## config.mk

```make
export PLATFORM = sky130hd
export DESIGN_NAME = svs_ctrl
export DESIGN_NICKNAME = d
export VERILOG_FILES = /design/src/hdl/svs_pkg.sv /design/src/hdl/svs_ctrl.sv
export SDC_FILE = /design/constraint.sdc
export NUM_CORES = 1
export LEC_CHECK = 0
export BUFFER_PORTS_ARGS = -buffer_cell sky130_fd_sc_hd__buf_2
export CAP_MARGIN = 20
export CORE_UTILIZATION = 45
export DETAILED_ROUTE_END_ITERATION = 10
export PLACE_DENSITY_LB_ADDON = 0.25
export SLEW_MARGIN = 10
export SYNTH_ARGS = -nofsm -noshare
export SYNTH_HDL_FRONTEND = slang
export SYNTH_SLANG_ARGS = --single-unit
export TNS_END_PERCENT = 10
```

## constraint.sdc

```tcl
create_clock -name clk_i -period 1.9 [get_ports clk_i]
set_input_delay 0.285 -clock clk_i [delete_from_list [all_inputs] [get_ports clk_i]]
set_output_delay 0.285 -clock clk_i [all_outputs]
set_load 0.05 [all_outputs]
```

## src/hdl/svs_pkg.sv

```systemverilog
package svs_pkg;

  // Element and vector limits.
  localparam int VALUE_BITS = 10;
  localparam int MAX_LEN    = 4096;
  localparam int MAP_DEPTH  = 1 << VALUE_BITS;

  // Accumulator widths.
  localparam int CNT_W   = 13;
  localparam int SUM_W   = 22;
  localparam int SQS_W   = 31;
  localparam int CNTR_W  = 12;
  localparam int PROD_W  = CNT_W + SQS_W;
  localparam int NN_W    = 2 * CNT_W;
  localparam int EPOCH_W = 8;

  // Shared divider and square root unit widths.
  localparam int DIV_NUM_W = PROD_W + 16;
  localparam int DIV_DEN_W = NN_W;
  localparam int SQRT_W    = 36;
  localparam int ROOT_W    = SQRT_W / 2;

  // Result field widths.
  localparam int AMP_W  = 11;
  localparam int Q8_W   = 18;
  localparam int DIS_W  = 17;
  localparam int DENS_W = 16;
  localparam int TAG_W  = 16;

  // Quotient selection for the shared divider.
  typedef enum logic [1:0] {
    OP_MEAN,
    OP_VAR,
    OP_DIS,
    OP_DENS
  } div_op_e;

  // Commands from the controller to the datapath.
  typedef struct packed {
    logic    clear_step;
    logic    accept;
    logic    update;
    logic    mul;
    logic    var_sub;
    logic    div_start;
    div_op_e div_op;
    logic    div_capture;
    logic    sqrt_start;
    logic    sqrt_capture;
    logic    load;
  } svs_cmd_t;

  // Status from the datapath to the controller.
  typedef struct packed {
    logic final_elem;
    logic epoch_wrap;
    logic clear_last;
    logic div_done;
    logic sqrt_done;
  } svs_status_t;

endpackage

```

## src/hdl/svs_ctrl.sv

```systemverilog
module svs_ctrl
  import svs_pkg::*;
(
  input  logic        clk_i,
  input  logic        rst_ni,
  input  logic        in_valid_i,
  output logic        in_ready_o,
  output logic        out_valid_o,
  input  logic        out_ready_i,
  input  svs_status_t status_i,
  output svs_cmd_t    cmd_o
);

  localparam logic [3:0] S_CLEAR  = 4'd0;
  localparam logic [3:0] S_IDLE   = 4'd1;
  localparam logic [3:0] S_UPDATE = 4'd2;
  localparam logic [3:0] S_MUL    = 4'd3;
  localparam logic [3:0] S_VAR    = 4'd4;
  localparam logic [3:0] S_DGO    = 4'd5;
  localparam logic [3:0] S_DWAIT  = 4'd6;
  localparam logic [3:0] S_SGO    = 4'd7;
  localparam logic [3:0] S_SWAIT  = 4'd8;
  localparam logic [3:0] S_LOAD   = 4'd9;

  logic [3:0] state_q, state_d;
  div_op_e    op_q, op_d;
  logic       out_valid_q, out_valid_d;

  // Next state and commands.
  always_comb begin
    state_d     = state_q;
    op_d        = op_q;
    out_valid_d = out_valid_q && !out_ready_i;
    cmd_o       = '0;
    cmd_o.div_op = op_q;
    in_ready_o  = 1'b0;
    case (state_q)
      S_CLEAR: begin
        cmd_o.clear_step = 1'b1;
        if (status_i.clear_last) begin
          state_d = S_IDLE;
        end
      end
      S_IDLE: begin
        in_ready_o   = 1'b1;
        cmd_o.accept = in_valid_i;
        if (in_valid_i) begin
          state_d = S_UPDATE;
        end
      end
      S_UPDATE: begin
        cmd_o.update = 1'b1;
        if (status_i.final_elem) begin
          state_d = S_MUL;
          op_d    = OP_MEAN;
        end else begin
          state_d = S_IDLE;
        end
      end
      S_MUL: begin
        cmd_o.mul = 1'b1;
        state_d   = S_VAR;
      end
      S_VAR: begin
        cmd_o.var_sub = 1'b1;
        state_d       = S_DGO;
      end
      S_DGO: begin
        cmd_o.div_start = 1'b1;
        state_d         = S_DWAIT;
      end
      S_DWAIT: begin
        if (status_i.div_done) begin
          cmd_o.div_capture = 1'b1;
          case (op_q)
            OP_MEAN: begin
              op_d    = OP_VAR;
              state_d = S_DGO;
            end
            OP_VAR:  state_d = S_SGO;
            OP_DIS: begin
              op_d    = OP_DENS;
              state_d = S_DGO;
            end
            default: state_d = S_LOAD;
          endcase
        end
      end
      S_SGO: begin
        cmd_o.sqrt_start = 1'b1;
        state_d          = S_SWAIT;
      end
      S_SWAIT: begin
        if (status_i.sqrt_done) begin
          cmd_o.sqrt_capture = 1'b1;
          op_d               = OP_DIS;
          state_d            = S_DGO;
        end
      end
      S_LOAD: begin
        // Hand over only once the output register is free.
        if (!out_valid_q || out_ready_i) begin
          cmd_o.load  = 1'b1;
          out_valid_d = 1'b1;
          state_d     = status_i.epoch_wrap ? S_CLEAR : S_IDLE;
        end
      end
      default: state_d = S_CLEAR;
    endcase
  end

  always_ff @(posedge clk_i or negedge rst_ni) begin
    if (!rst_ni) begin
      state_q     <= S_CLEAR;
      op_q        <= OP_MEAN;
      out_valid_q <= 1'b0;
    end else begin
      state_q     <= state_d;
      op_q        <= op_d;
      out_valid_q <= out_valid_d;
    end
  end

  assign out_valid_o = out_valid_q;

endmodule

```

# Yosys cells after proc, flatten, opt, wreduce, memory -nomap -nowiden
# Cells that the tools add are included.
# W data, S select, Z words.
[totals]
mem_bits_ro = 0
wordCells = 61
latchBits = 0
reg_bits = 7
ram_bits = 0
in_bits = 9
n_memories = 0
[op_classes]
bitwise = 0
n_addsub = 0
n_mul = 0
div_mod_pow = 0
shift = 0
n_reduce_logical = 10
n_eq_ne = 18
n_mux = 30
magnitude_cmp = 0
[ops]
columns = ["op", "count"]
rows = [
  ["$pmux W4 S10", 1],
  ["$mux W4", 5],
  ["$mux W1", 17],
  ["$eq A4 B3 Y1 const B", 4],
  ["$ne A2 B2 Y1 const B", 6],
  ["$reduce_and A5 Y1", 2],
  ["$eq A4 B2 Y1 const B", 2],
  ["$eq A4 B4 Y1 const B", 2],
  ["$mux W2", 4],
  ["$pmux W4 S2", 1],
  ["$pmux W2 S3", 1],
  ["$eq A4 B1 Y1 const B", 1],
  ["$logic_not A4 Y1", 1],
  ["$pmux W2 S2", 1],
  ["$ne A3 B1 Y1 const B", 1],
  ["$reduce_bool A3 Y1", 1],
  ["$eq A2 B1 Y1 const B", 1],
  ["$eq A2 B2 Y1 const B", 1],
  ["$logic_not A1 Y1", 2],
  ["$logic_not A2 Y1", 1],
  ["$reduce_or A2 Y1", 1],
  ["$logic_and A1 B1 Y1", 1],
  ["$logic_or A1 B1 Y1", 1],
]

# Depth between registers and ports, before layout
[depth]
word_depth = 5
ltp_mapped = 6

# Worst setup path before layout
# OpenSTA, ideal clock, no wires.
[synth_path]
path_type = "register to output"
startpoint = "register state_q[0]"
endpoint = "output port cmd_o[11] (netlist name)"
n_path_buf = 2
arrival_time_ps = 2180
slack_ps = -565
path_stages_with_launch = 4
cell_sequence = "dfrtp_1 > buf_6 > buf_2 > nor4_1"
[synth_rtl]
columns = ["item", "line_no", "rtl"]
rows = [
  ["start: declaration", "svs_ctrl.sv:25", "logic [3:0] state_q, state_d;"],
  ["start signal: assignment", "svs_ctrl.sv:118", "state_q <= state_d;"],
  ["end: declaration", "svs_ctrl.sv:11", "output svs_cmd_t cmd_o"],
]

==> key figures <==
Run status
  – Outcome: completed

Yosys
  – Post-synthesis register bit count: 7
  – Post-synth top area cell: dfrtp_1
  – Post-synth ARST share: 100%
  – Seq/Total Area, Yosys: about 29%
  – Cells after Synth: roughly 80
  – Top post-synthesis cells by area: dfrtp_1, nand2_1, nor2_1
  – Avg Inst Size Synth: 7.55 um^2
  – Most common cell in the netlist: nand2_1
  – Top_reg_cell synth: dfrtp_1
  – Net Count, Synth: 88
  – Post-synth EDFFs: 0
  – Yosys top cell area share: between 20 and 30%
  – Top cells by count, synth: nand2_1, nor2_1, dfrtp_1
  – Mapped Area: approximately 600 um^2
  – Yosys warning count: 0
  – Post-synthesis cell type count: 29

Final layout
  – Fraction of layout cells with a size suffix above 1: between 30% and 40%
  – Non-Filler Instances: 120
  – Fin nets: 116
  – Diode count: 0
  – # fillers: a little over 100
  – Layout overhead on the synthesized area: 30.0%

Setup path
  – Launch point of the worst path: state_q[0]
  – Startpoint types: flip-flop
  – Required time worst endpoint: around 1.6 ns
  – FF-to-FF setup slack: a little under 0.3 ns
  – CP max FO: 12
  – Kind of critical path: flip-flop to output port
  – Worst r2r dst: state_q[2]
  – RR Startpoint: state_q[2]
  – R2R cell count: 5
  – CP Capture Point: cmd_o[9]
  – Setup crit end kind: output port
  – Critical Path AT: 1.52 ns

CTS
  – H-tree depth: 1
  – Clock Latency Late Sink: 0.24 ns
  – CTS Buffer Depth: 2
  – Root buf cell: clkbuf_4
  – CTS tree: done
  – Clk pin slew, worst setup/hold paths: 0.05 ns
  – CTS Buf Count: 3
  – Clk sinks: 7

STA
  – Max-slew violations: 0
  – RSZ-0062 raised after global routing: no
  – Setup_tns: 0 ns
  – Worst-Margin Slew: 0.308 ns
  – Setup violations, final: 0
  – Clock period minus worst slack: 1.81 ns
  – Hold Fails Final Rpt: 0
  – WHS: roughly 0.28 ns
  – Clk_skew: approximately 0.0063 ns
  – Slew HR: 79.4%
  – Final WS setup: about 0.094 ns
  – Max Freq: 0.554 GHz
  – Crit share post-route: approximately 95%

Power
  – Tot Pwr: 1.35 mW
  – VDD IR max: just under 900 uV
  – Power density over the cells: around 1700 nW/um^2
  – Leakage dissipation: 0.411 nW

GRT
  – Pin count of the biggest net entering global routing: 16
  – GR peak layer: met2
  – Global-route usage over all layers: a little over a fifth
  – First-pass GRT wire length: between 2000 and 2500 um
  – Met3 Resource Use GR: under 10%
  – Grt ovf: 0
  – Initial antenna violation count: 0
  – Vias in the first global route: about 530
  – Met1 Use GR: between 20 and 30%
  – Met2 layer usage reported by global route: roughly 33%

Routing
  – Routed Antenna Nets: 0
  – Avg Vias per Cell: about 5.6
  – DR DRC count: 0
  – Via Count: 672
  – DR pass1 iterations: 7
  – Routed WL per cell: 11.9 um
  – Initial DRC Count: 23
  – WL final: about 1400 um

Die
  – Initial core utilization: just over 50%
  – Core ar.: between 1000 and 1500 um^2
  – Ports: 23
  – Row Count: 12
  – Width of the chip: 38.4 um
  – Die area: between 1000 and 1500 um^2
  – Die H: 38.4 um

Place
  – RePlAce Congestion: 0.883
  – Number of cells after detailed placement: approximately 110
  – Post-detail-place hpwl: 1010 um
  – Buffers on Ports: 22
  – Placement Setup Slack: approximately 0.19 ns

Min path
  – Hold WC Path Type: primary input to flip-flop

Run
  – Max-Cap Viols: 0
[final cells by class]
type                    instances  area (um^2)  share of cell area [%]
clock buffers                   4         26.3                    3.39
inverters                       4         15.0                    1.94
multi-input cells              62          373                    48.1
flip-flops and latches          7          179                    23.1
well taps                      14         17.5                    2.26
repair buffers                 29          165                    21.3
[logic make-up after synthesis]
family | synth area share, %
buffers and inverters | 10.1
AOI/OAI and AO/OA | 18.5
DFF | 29.4
and+or+nand+nor | 38.6
muxes | 3.56
[state kept, by name, summed over array words and instances, names as in the netlist]
signal	count
op_q	2
state_q	4
out_valid_o	1
[what timing repair did]
item                                    in CTS  in global routing
hold buffers                                 1                  0
hold endpoints to repair                     7                  0
pin swaps                                    0                  0
endpoints found under the setup margin       3                  4
resized for setup                            2                  3
buffers inserted                             0                  3
[per-stage QoR]
stage	utilization [%]	instance area (um^2)
final	66.2	776
after global routing	66.2	776
after CTS	63.8	747
after detailed placement	60.5	708
after global placement	60.5	708
after floorplan	-	603
[critical path, cell delays in order, from the launching register on]
cell	delay, ns
dfrtp_2	0.49
buf_4	0.19
nor4b_2	0.29
buf_2	0.31
[how the worst min path moves through the flow]
stage	depth (start not counted)	from	slack, ns	to
2_1_floorplan	0	rst_ni	-0.01	op_q[0]
3_3_place_gp	1	rst_ni	0.12	state_q[0]
4_1_cts	2	status_i[1]	0.28	state_q[2]
6_report	2	status_i[1]	0.28	state_q[2]
3_5_place_dp	1	rst_ni	0.12	state_q[3]
5_1_grt	2	status_i[1]	0.29	state_q[2]
[cells in the final DEF, fill, tap and decap left out]
| master | synthesis | routed |
|---|---|---|
| buf_2 | 3 | 22 |
| nand2_1 | 13 | 13 |
| nor2_1 | 10 | 10 |
| buf_4 | 1 | 6 |
| nand2b_1 | 4 | 4 |
| inv_1 | 4 | 4 |
| nor3_1 | 4 | 4 |
| a21oi_1 | 4 | 4 |
| dfrtp_1 | 7 | 4 |
| nor2b_1 | 5 | 3 |
| nand3_1 | 3 | 3 |
| clkbuf_4 | 0 | 3 |
| dfrtp_2 | 0 | 3 |
| nor2b_2 | 0 | 2 |
| o31ai_1 | 2 | 2 |
| a31oi_1 | 2 | 2 |
| nor4b_2 | 1 | 1 |
| nor4_2 | 0 | 1 |
| and3_1 | 1 | 1 |
| o22ai_1 | 1 | 1 |
| mux2i_1 | 1 | 1 |
| o32ai_1 | 1 | 1 |
| o221ai_1 | 1 | 1 |
| nor3b_1 | 1 | 1 |
| a22oi_1 | 1 | 1 |
| or3b_1 | 1 | 1 |
| a211oi_1 | 1 | 1 |
| o32ai_2 | 1 | 1 |
| nor4b_1 | 1 | 1 |
| o211ai_1 | 1 | 1 |
| mux2_1 | 1 | 1 |
| clkbuf_1 | 0 | 1 |
| dlygate4sd3_1 | 0 | 1 |
[power breakdown]
group | switching, mW | internal (mW)
combinational | 0.599 | 0.315
sequential | 0.109 | 0.204
clock | 0.0490 | 0.0798
[routing by layer]
layer | part of all wire (%) | routed length (um)
met1 | 44 | 623
met2 | 48 | 690
met3 | 5.6 | 80
met4 | 2.1 | 30
met5 | 0 | 0
Note: power is estimated with default switching activity, not from simulation.
